===== src/rtl/mpes_pkg.sv =====
// ----------------------------------------------------------------------------
// mpes_pkg: shared constants for the multichannel PWM event scheduler
// Holds command codes, register indexes, reset values and level limits.
// ----------------------------------------------------------------------------
package mpes_pkg;

  localparam int unsigned LevelW = 8;
  localparam int unsigned TicksW = 24;
  localparam int unsigned CountW = 32;

  // Top PWM level; a channel at this level never has a falling edge.
  localparam logic [LevelW-1:0] LEVEL_TOP = 8'hFF;

  localparam logic CMD_SET   = 1'b0;
  localparam logic CMD_EVENT = 1'b1;

  localparam logic [1:0] REG_TICKS  = 2'd0;
  localparam logic [1:0] REG_PERIOD = 2'd1;

  localparam logic [TicksW-1:0] TICKS_RESET  = 24'd1294;
  localparam logic [CountW-1:0] PERIOD_RESET = 32'd330000;

  // Scaled divisor: ticks per level times 256, the capped quotient range.
  function automatic logic [CountW-1:0] scaled_ticks(input logic [TicksW-1:0] ticks);
    scaled_ticks = {ticks, 8'h00};
  endfunction

endpackage


===== src/rtl/mpes_div.sv =====
// ----------------------------------------------------------------------------
// mpes_div: elapsed-level divider
// Restoring division of a 32-bit tick count by ticks per level, one quotient
// bit per cycle; quotients of 256 and above return 255 in the cycle after start.
// ----------------------------------------------------------------------------
module mpes_div
  import mpes_pkg::*;
(
  input  logic              clk_i,
  input  logic              rst_ni,
  input  logic              start_i,
  input  logic [CountW-1:0] dividend_i,
  input  logic [TicksW-1:0] divisor_i,
  output logic              done_o,
  output logic [LevelW-1:0] quot_o
);

  logic [CountW-1:0] rem_q, rem_d;
  logic [CountW-1:0] dsh_q, dsh_d;
  logic [LevelW-1:0] quot_q, quot_d;
  logic [2:0]        cnt_q, cnt_d;
  logic              run_q, run_d;
  logic              done_q, done_d;
  logic [CountW-1:0] limit;
  logic              ge;

  assign limit = scaled_ticks(divisor_i);
  assign ge    = (rem_q >= dsh_q);

  always_comb begin
    rem_d  = rem_q;
    dsh_d  = dsh_q;
    quot_d = quot_q;
    cnt_d  = cnt_q;
    run_d  = run_q;
    done_d = 1'b0;
    if (start_i) begin
      // A zero divisor also lands here, which gives the top level.
      if (dividend_i >= limit) begin
        quot_d = LEVEL_TOP;
        done_d = 1'b1;
      end else begin
        rem_d  = dividend_i;
        dsh_d  = limit >> 1;
        quot_d = '0;
        cnt_d  = '0;
        run_d  = 1'b1;
      end
    end else if (run_q) begin
      if (ge) begin
        rem_d = rem_q - dsh_q;
      end
      quot_d = {quot_q[LevelW-2:0], ge};
      dsh_d  = dsh_q >> 1;
      cnt_d  = cnt_q + 3'd1;
      if (cnt_q == 3'd7) begin
        run_d  = 1'b0;
        done_d = 1'b1;
      end
    end
  end

  always_ff @(posedge clk_i or negedge rst_ni) begin
    if (!rst_ni) begin
      run_q  <= 1'b0;
      done_q <= 1'b0;
      cnt_q  <= '0;
    end else begin
      run_q  <= run_d;
      done_q <= done_d;
      cnt_q  <= cnt_d;
    end
  end

  always_ff @(posedge clk_i) begin
    rem_q  <= rem_d;
    dsh_q  <= dsh_d;
    quot_q <= quot_d;
  end

  assign done_o = done_q;
  assign quot_o = quot_q;

endmodule


===== src/rtl/multichannel_pwm_event_scheduler.sv =====
// ----------------------------------------------------------------------------
// multichannel_pwm_event_scheduler: multichannel 8-bit PWM event scheduler
// Keeps per-channel levels and pins, and at each compare event walks the
// channels to update pins and find the next edge for one compare register.
// ----------------------------------------------------------------------------
//  Channel   Handshake                 Payload
//  command   start_i / busy_o          command_i, channel_i, channel_enable_i,
//                                      level_i, invert_level_i, counter_now_i
//  result    done_o (one-cycle strobe) pin_mask_o, compare_value_o,
//                                      compare_valid_o
//  config    cfg_valid_i / cfg_ready_o cfg_index_i, cfg_data_i
//
// A set item goes from ST_IDLE straight to ST_RESP. A compare event walks one channel
// per cycle, then passes ST_MUL, ST_TGT and ST_FIX; in the next phase the 8-step
// elapsed-level divider runs first in ST_DIV (its steps are skipped when the
// elapsed level is capped). The result strobe comes in ST_RESP, the last busy
// state, and busy_o falls after it. Reset is asynchronous and clears all
// channels; the result side never stalls.
// ----------------------------------------------------------------------------
module multichannel_pwm_event_scheduler
  import mpes_pkg::*;
#(
  parameter int unsigned CHANNELS = 32
)(
  input  logic              clk_i,
  input  logic              rst_ni,
  input  logic              start_i,
  output logic              busy_o,
  input  logic              command_i,
  input  logic [4:0]        channel_i,
  input  logic              channel_enable_i,
  input  logic [LevelW-1:0] level_i,
  input  logic              invert_level_i,
  input  logic [CountW-1:0] counter_now_i,
  output logic              done_o,
  output logic [31:0]       pin_mask_o,
  output logic [CountW-1:0] compare_value_o,
  output logic              compare_valid_o,
  input  logic              cfg_valid_i,
  output logic              cfg_ready_o,
  input  logic [1:0]        cfg_index_i,
  input  logic [31:0]       cfg_data_i
);

  localparam int unsigned CW = (CHANNELS > 1) ? $clog2(CHANNELS) : 1;

  localparam logic [2:0] ST_IDLE = 3'd0;
  localparam logic [2:0] ST_DIV  = 3'd1;
  localparam logic [2:0] ST_WALK = 3'd2;
  localparam logic [2:0] ST_MUL  = 3'd3;
  localparam logic [2:0] ST_TGT  = 3'd4;
  localparam logic [2:0] ST_FIX  = 3'd5;
  localparam logic [2:0] ST_RESP = 3'd6;

  logic [2:0]          state_q;
  logic [LevelW-1:0]   lvl_q [CHANNELS];
  logic [CHANNELS-1:0] en_q;
  logic [CHANNELS-1:0] pin_q;
  logic [CountW-1:0]   ps_q;
  logic                phase_q;
  logic [TicksW-1:0]   tpl_q;
  logic [CountW-1:0]   period_q;
  logic [CW-1:0]       idx_q;
  logic [LevelW-1:0]   next_q;
  logic [LevelW-1:0]   elapsed_q;
  logic [CountW-1:0]   now_q;
  logic [CountW-1:0]   prod_q;
  logic [CountW-1:0]   target_q;
  logic [CountW-1:0]   cmp_q;
  logic                cmpv_q;

  logic              accept;
  logic [6:0]        chan_ext;
  logic [CW-1:0]     wr_idx;
  logic              div_start;
  logic              div_done;
  logic [LevelW-1:0] div_quot;
  logic [LevelW-1:0] cur_lvl;
  logic              cur_en;
  logic [CountW-1:0] ps_new;
  logic [CountW-1:0] late_diff;

  assign accept    = start_i && !busy_o;
  assign chan_ext  = {2'b00, channel_i};
  assign wr_idx    = chan_ext[CW-1:0];
  assign div_start = accept && (command_i == CMD_EVENT) && phase_q;
  assign cur_lvl   = lvl_q[idx_q];
  assign cur_en    = en_q[idx_q];
  assign ps_new    = ps_q - period_q;
  assign late_diff = now_q - target_q;

  mpes_div u_div (
    .clk_i      (clk_i),
    .rst_ni     (rst_ni),
    .start_i    (div_start),
    .dividend_i (ps_q - counter_now_i),
    .divisor_i  (tpl_q),
    .done_o     (div_done),
    .quot_o     (div_quot)
  );

  always_ff @(posedge clk_i or negedge rst_ni) begin
    if (!rst_ni) begin
      tpl_q    <= TICKS_RESET;
      period_q <= PERIOD_RESET;
    end else if (cfg_valid_i && cfg_ready_o) begin
      if (cfg_index_i == REG_TICKS) begin
        tpl_q <= cfg_data_i[TicksW-1:0];
      end else if (cfg_index_i == REG_PERIOD) begin
        period_q <= cfg_data_i;
      end
    end
  end

  always_ff @(posedge clk_i or negedge rst_ni) begin
    if (!rst_ni) begin
      state_q   <= ST_IDLE;
      lvl_q     <= '{default: '0};
      en_q      <= '0;
      pin_q     <= '0;
      ps_q      <= '0;
      phase_q   <= 1'b0;
      idx_q     <= '0;
      next_q    <= LEVEL_TOP;
      elapsed_q <= '0;
      now_q     <= '0;
      prod_q    <= '0;
      target_q  <= '0;
      cmp_q     <= '0;
      cmpv_q    <= 1'b0;
    end else begin
      unique case (state_q)
        ST_IDLE: begin
          if (accept) begin
            now_q  <= counter_now_i;
            idx_q  <= '0;
            next_q <= LEVEL_TOP;
            if (command_i == CMD_SET) begin
              cmp_q   <= '0;
              cmpv_q  <= 1'b0;
              state_q <= ST_RESP;
              if (chan_ext < 7'(CHANNELS)) begin
                lvl_q[wr_idx] <= invert_level_i ? (LEVEL_TOP - level_i) : level_i;
                en_q[wr_idx]  <= channel_enable_i;
                if (channel_enable_i) begin
                  pin_q[wr_idx] <= 1'b0;
                end
              end
            end else begin
              cmpv_q  <= 1'b1;
              state_q <= phase_q ? ST_DIV : ST_WALK;
            end
          end
        end
        ST_DIV: begin
          if (div_done) begin
            elapsed_q <= div_quot;
            state_q   <= ST_WALK;
          end
        end
        ST_WALK: begin
          if (cur_en) begin
            if (!phase_q) begin
              pin_q[idx_q] <= (cur_lvl != '0);
              if ((cur_lvl != '0) && (cur_lvl < next_q)) begin
                next_q <= cur_lvl;
              end
            end else if (cur_lvl >= elapsed_q) begin
              if (cur_lvl < next_q) begin
                next_q <= cur_lvl;
              end
            end else begin
              pin_q[idx_q] <= 1'b0;
            end
          end
          if (idx_q == CW'(CHANNELS - 1)) begin
            state_q <= ST_MUL;
          end else begin
            idx_q <= idx_q + CW'(1);
          end
        end
        ST_MUL: begin
          prod_q  <= CountW'(next_q) * CountW'(tpl_q);
          state_q <= ST_TGT;
        end
        ST_TGT: begin
          // With no edge left in the next phase, the new period start is the target.
          if (phase_q && (next_q == LEVEL_TOP)) begin
            target_q <= ps_new;
          end else begin
            target_q <= ps_q - prod_q;
          end
          if (next_q == LEVEL_TOP) begin
            ps_q    <= ps_new;
            phase_q <= 1'b0;
          end else begin
            phase_q <= 1'b1;
          end
          state_q <= ST_FIX;
        end
        ST_FIX: begin
          // A target already passed by more than 256 levels is replaced.
          if (late_diff > scaled_ticks(tpl_q)) begin
            cmp_q <= now_q - CountW'(tpl_q);
          end else begin
            cmp_q <= target_q;
          end
          state_q <= ST_RESP;
        end
        ST_RESP: begin
          state_q <= ST_IDLE;
        end
        default: begin
          state_q <= ST_IDLE;
        end
      endcase
    end
  end

  for (genvar g = 0; g < 32; g++) begin : g_mask
    if (g < CHANNELS) begin : g_on
      assign pin_mask_o[g] = pin_q[g];
    end else begin : g_off
      assign pin_mask_o[g] = 1'b0;
    end
  end

  assign busy_o          = (state_q != ST_IDLE);
  assign done_o          = (state_q == ST_RESP);
  assign compare_value_o = cmp_q;
  assign compare_valid_o = cmpv_q;
  // Registers change only while no item is in flight or being accepted.
  assign cfg_ready_o     = (state_q == ST_IDLE) && !start_i;

endmodule


===== config.mk =====
export PLATFORM = sky130hd
export DESIGN_NAME = multichannel_pwm_event_scheduler
export DESIGN_NICKNAME = d
export VERILOG_FILES = /design/src/rtl/mpes_pkg.sv /design/src/rtl/mpes_div.sv /design/src/rtl/multichannel_pwm_event_scheduler.sv
export SDC_FILE = /design/constraint.sdc
export NUM_CORES = 2
export LEC_CHECK = 0
export BUFFER_PORTS_ARGS = -buffer_cell sky130_fd_sc_hd__buf_2
export CAP_MARGIN = 20
export CORE_MARGIN = 3
export CORE_UTILIZATION = 55
export CTS_BUF_LIST = sky130_fd_sc_hd__clkbuf_16
export DETAILED_ROUTE_END_ITERATION = 10
export PLACE_DENSITY = 0.75
export SLEW_MARGIN = 25
export SYNTH_ARGS = -nofsm -noshare
export SYNTH_HDL_FRONTEND = slang
export SYNTH_HIERARCHICAL = 1
export SYNTH_SLANG_ARGS = --single-unit
export TNS_END_PERCENT = 50

===== constraint.sdc =====
create_clock -name clk_i -period 6.1 [get_ports clk_i]
set_input_delay 0.915 -clock clk_i [delete_from_list [all_inputs] [get_ports clk_i]]
set_output_delay 0.915 -clock clk_i [all_outputs]
set_load 0.005 [all_outputs]

# Yosys cells after proc, flatten, opt, wreduce, memory -nomap -nowiden
# Index checks and enable logic that the tools add are counted.
# word_totals
regBits	639
input_bits	86
wordCells	207
out_inout_bits	68
# classes
mux	67
multipliers	1
order_cmp	13
add_sub_neg	9
bitwise	8
n_eq_ne	23
reduce_logical	33
# ops
cell	count
$mux W32	18
$bwmux W256	1
$sub A32 B32 Y32	5
$pmux W32 S2	2
$mux W8	13
$and A32 B32 Y32	2
$bwmux W32	2
$ge A32 B32 Y1	2
$not A32 Y32	2
$bmux W8 S5	1
$demux W8 S5	1
$gt A32 B32 Y1	1
$mul A8 B24 Y32	1
$sub A32 B24 Y32	1
$mux W3	7
$lt A5 B6 Y1 const B	3
$pmux W3 S6	1
$ne A2 B2 Y1 const B	8
$pmux W8 S2	1
$reduce_and A3 Y1	5
$mux W1	13
$eq A3 B3 Y1 const B	4
$ge A6 B6 Y1 const B	2
$ne A3 B3 Y1 const B	4
other kinds (31)	54

# Longest topological paths before layout
# depth
depth_word	11
depth_mapped	24
depth_no_buf	22

# Hierarchy
# The synthesis kept the hierarchy.
# by_module_without_submodules
module	cells_per_inst	area_per_inst_um2	n_inst
multichannel_pwm_event_scheduler	4059	37908.9	1
mpes_div	623	5718.0	1

# Least setup slack after synthesis
# No wires, ideal clock.
# synth_path
path_type	input port to flip-flop
from	input port counter_now_i[1]
to	register u_div.rem_q[0] (enable)
path_stages	22
n_path_buf	1
slack_ns	-0.421
t_arrival_ns	6.089
required_time_ns	5.668
setup_ns	0.432
cell_sequence	inv_1 > ha_1 > nor2b_1 > o21a_1 > o21ai_1 > nand3_1 > a41o_1 > o41a_1 > a31oi_1 > o21ai_1 > a41oi_1 > mux2i_1 > nor2_1 > ha_1 > a21o_1 > a21o_1 > a21oi_1 > o21ai_0 > and3b_1 > buf_6 > nand2_4 > a21oi_1
# synth_between
elab_chain_len	4
# synth_lines
item	line_no	rtl
start, declared	multichannel_pwm_event_scheduler.sv:34	input logic [CountW-1:0] counter_now_i,
$sub A32 B32 Y32	multichannel_pwm_event_scheduler.sv:96	.dividend_i (ps_q - counter_now_i),
$ge A32 B32 Y1	mpes_div.sv:39	if (dividend_i >= limit) begin
$ne A2 B2 Y1 (no source line)	--	
$reduce_and A3 Y1 (no source line)	--	
end signal, assigned	mpes_div.sv:76	rem_q <= rem_d;
end, declared	mpes_div.sv:18	logic [CountW-1:0] rem_q, rem_d;
# Every way passes these cells.
# A chain may end at the register's enable or synchronous reset.

# Worst setup path after layout
# layout_path
from	register next_q[2]
to	register prod_q[31]
# layout_between
elab_chain_len	1
# layout_lines
item	line_no	rtl
start, declared	multichannel_pwm_event_scheduler.sv:64	logic [LevelW-1:0] next_q;
start signal, assigned	multichannel_pwm_event_scheduler.sv:166	next_q <= cur_lvl;
start signal, assigned	multichannel_pwm_event_scheduler.sv:170	next_q <= cur_lvl;
$mul A8 B24 Y32	multichannel_pwm_event_scheduler.sv:183	prod_q <= CountW'(next_q) * CountW'(tpl_q);
end signal, assigned	multichannel_pwm_event_scheduler.sv:183	
end, declared	multichannel_pwm_event_scheduler.sv:67	logic [CountW-1:0] prod_q;
# Every way passes these cells.

==> impl_metrics.env <==
export IMPL_rows=102
export IMPL_synth_nets=5207
export IMPL_via_count=35961
export IMPL_grt_total_usage=0.309
export IMPL_cpMaxStageDelayCell="dfstp_2"
export IMPL_firstDrtPassIters=7
export IMPL_gp_congestion=0.947
export IMPL_clock_sink_count=638
export IMPL_yosysMostFrequentCell="nor2_1"
export IMPL_synth_async_reset_ratio=0.889
export IMPL_crit_fanout=10
export IMPL_avgSynthCellArea_um2=9.32
export IMPL_nets=5338
export IMPL_syn_inst=4682
export IMPL_synth_seq_cells=638
export IMPL_start_kind="register"
export IMPL_synth_top_cell_area_share=0.315
export IMPL_finalSetupViolCount=0
export IMPL_design_area_um2=48500
export IMPL_rr_endpoint="prod_q[31]"
export IMPL_drcViolationCount=0
export IMPL_yosysSeqAreaShare=0.375
export IMPL_synth_flop_cell="dfrtp_1"
export IMPL_path_cells="clkinvlp_4, buf_4, nor2_1, fa_1, fa_1, inv_1, fa_1, fa_1, inv_1, ha_1, a21o_1, a21o_1, a21oi_1, nor3b_2, a21oi_2, a311o_1, a21oi_2, o21ai_1, o41a_1, xnor2_1, o21ai_1"
export IMPL_syn2layout_area_growth_pct=11.2
export IMPL_ant_nets=0
export IMPL_numCtsBuffers=75
export IMPL_path_clk_slew_ns=0.06
export IMPL_fin_crit_sh=0.955
export IMPL_insertion_delay_ns=0.65
export IMPL_arrival_ns=6.31
export IMPL_worstMarginPinSlew_ns=1.08
export IMPL_gr_total_overflow=0
export IMPL_dieArea_um2=82700
export IMPL_grt_max_degree=155
export IMPL_synth_cell_type_count=100
export IMPL_timing_fmax_mhz=172
export IMPL_drive_above_1_share=0.132
export IMPL_critPathMaxStageDelay_ns=0.58
export IMPL_hpwlAfterDp_um=95500
export IMPL_post_route_min_period_ns=5.83
export IMPL_wl_per_cell_um=21.6
export IMPL_worst_r2r_cell_count=21
export IMPL_clock_root_buffer="clkbuf_16"
export IMPL_start_util=0.559
export IMPL_finClkSkew_ns=0.0486
export IMPL_htree_levels=3
export IMPL_grt_pass1_vias=35533
export IMPL_max_cap_violations=0
export IMPL_yosysWarningCount=6
export IMPL_netlist_top_cells_count="nor2_1 (575), dfrtp_1 (549), nand2_1 (471)"
export IMPL_placed_area_um2=45900
export IMPL_yosysTopAreaCell="dfrtp_1"
export IMPL_status="complete, no violations"
export IMPL_antenna_found_initial=1
export IMPL_slew_viol_final=0
export IMPL_rrSetupSlack_ns=0.27
export IMPL_drt_wl_total_um=128000
export IMPL_cp_required_ns=6.59
export IMPL_synth_area_um2=43600
export IMPL_fin_tns_setup_ns=0
export IMPL_rsz0062_at_grt="yes"
export IMPL_finalHoldViolations=0
export IMPL_r2r_start="next_q[2]"
export IMPL_port_buffers=153
export IMPL_clock_path_buffers=3
export IMPL_grt_first_pass_wirelength_um=199000
export IMPL_cts_tree="done"
export IMPL_synth_area_leaders="dfrtp_1 (31%), ha_1 (8.6%), fa_1 (6.3%)"
export IMPL_maxSlewHeadroom=0.274
export IMPL_io_pins=154
export IMPL_drt_iter0_drc=2800
export IMPL_critical_path_class="register to register"
export IMPL_hold_class="input pin to async pin"
export IMPL_via_per_inst=6.08
export IMPL_cp_common_cell="fa_1"
export IMPL_coreArea_um2=78000
export IMPL_fp_dieW_um=288
export IMPL_synth_edf_count=71
export IMPL_endpoint_kind="register"
export IMPL_die_y_um=288
[layout make-up]
type / instances / area, um^2
Antenna cell: 1 / 2.50
Tap cell: 1040 / 1300
Timing Repair Buffer: 268 / 1730
Clock inverter: 60 / 569
Sequential cell: 638 / 16400
Inverter: 392 / 1480
Clock buffer: 78 / 1950
Fill cell: 6403 / 29500
Multi-Input combinational cell: 3438 / 25100
[sequential cells by signal (all words and copies together), names as in the netlist, 3 cells and up]
| name | flops |
|---|---|
| pin_mask_o | 32 |
| u_div/quot_o | 8 |
| tpl_q | 24 |
| prod_q | 32 |
| compare_value_o | 32 |
| idx_q | 5 |
| target_q | 32 |
| state_q | 3 |
| period_q | 32 |
| now_q | 32 |
| next_q | 8 |
| en_q | 32 |
| elapsed_q | 8 |
| u_div/rem_q | 32 |
| u_div/dsh_q | 31 |
| ps_q | 32 |
| u_div/cnt_q | 3 |
| lvl_q | 256 |
[per-stage QoR]
| stage | setup WS (ns) | utilization | hold slack (ns) | cells |
|---|---|---|---|---|
| floorplan | 0.210 | - | 0.426 | 4682 |
| global placement | 0.320 | 0.589 | 0.460 | 5774 |
| detailed placement | 0.222 | 0.589 | 0.461 | 5774 |
| CTS | 0.240 | 0.621 | 0.325 | 5912 |
| global route | 0.00991 | 0.622 | 0.362 | 5915 |
| finish | 0.272 | 0.622 | 0.287 | 5915 |
[layout by cell type (no fill, tap or decap), drive strengths merged, types with 25 or more instances in the layout]
master	synthesis	layout
nand2b	37	37
nor2	575	575
xor2	80	80
a211oi	27	27
nand3	39	39
and3	28	28
inv	377	392
mux2i	37	37
clkinv	15	50
o21ai	294	294
a21boi	26	26
a21oi	458	458
o21bai	25	25
nor3	43	43
and2	34	34
nand4	42	42
a31oi	28	28
fa	138	138
mux2	107	107
clkbuf	174	78
dfrtp	549	549
mux4	72	72
buf	40	268
nand2	472	472
o21a	44	44
edfxtp	71	71
a21o	117	117
xnor2	125	125
ha	301	301
nor2b	44	44
[routing by layer]
layer	share of wire	GRT usage	vias to the layer above
li1	-	-	16471
met1	0.40	0.394	17633
met2	0.47	0.511	1479
met3	0.073	0.0520	378
met4	0.053	0.150	0
met5	0	0	-
[what timing repair did]
| action | 4_1_cts | 5_1_grt |
|---|---|---|
| setup endpoints to repair | 0 | 8 |
| hold buffers | 0 | 0 |
| setup buffers | 0 | 2 |
| resized for setup | 0 | 9 |
[worst max-delay path: cells and delay by family, from the launching register on]
family,cells,cell delay (ns)
adder cells (fa/ha/maj),5,2.11
AO/OA/AOI/OAI,9,1.92
flip-flops,1,0.58
buffers and inverters,4,0.54
AND/OR/NAND/NOR,2,0.39
XOR/XNOR,1,0.16
[cells by family (layout without fill, tap and decap cells)]
group / count (synthesis) / count (layout) / share of synthesized area
AO/OA/AOI/OAI: 1204 / 1204 / 0.171
XOR/XNOR: 205 / 205 / 0.0412
multiplexers: 216 / 216 / 0.0733
buffers and inverters: 606 / 798 / 0.0533
other: 0 / 1 / 0
adder cells (fa/ha/maj): 439 / 439 / 0.150
flip-flops: 638 / 638 / 0.375
AND/OR/NAND/NOR: 1374 / 1374 / 0.137
[worst max-delay path by stage]
stage / from / to
after floorplan: counter_now_i[1] / u_div/rem_q[0]
after global placement: next_q[4] / prod_q[30]
after detailed placement: next_q[4] / prod_q[28]
after CTS: next_q[3] / prod_q[28]
after global routing: next_q[2] / prod_q[31]
final: next_q[2] / prod_q[31]
Power is left out: the tool's default activity adds up to more than one toggle a clock period on the data nets, which glitch-free logic cannot reach.
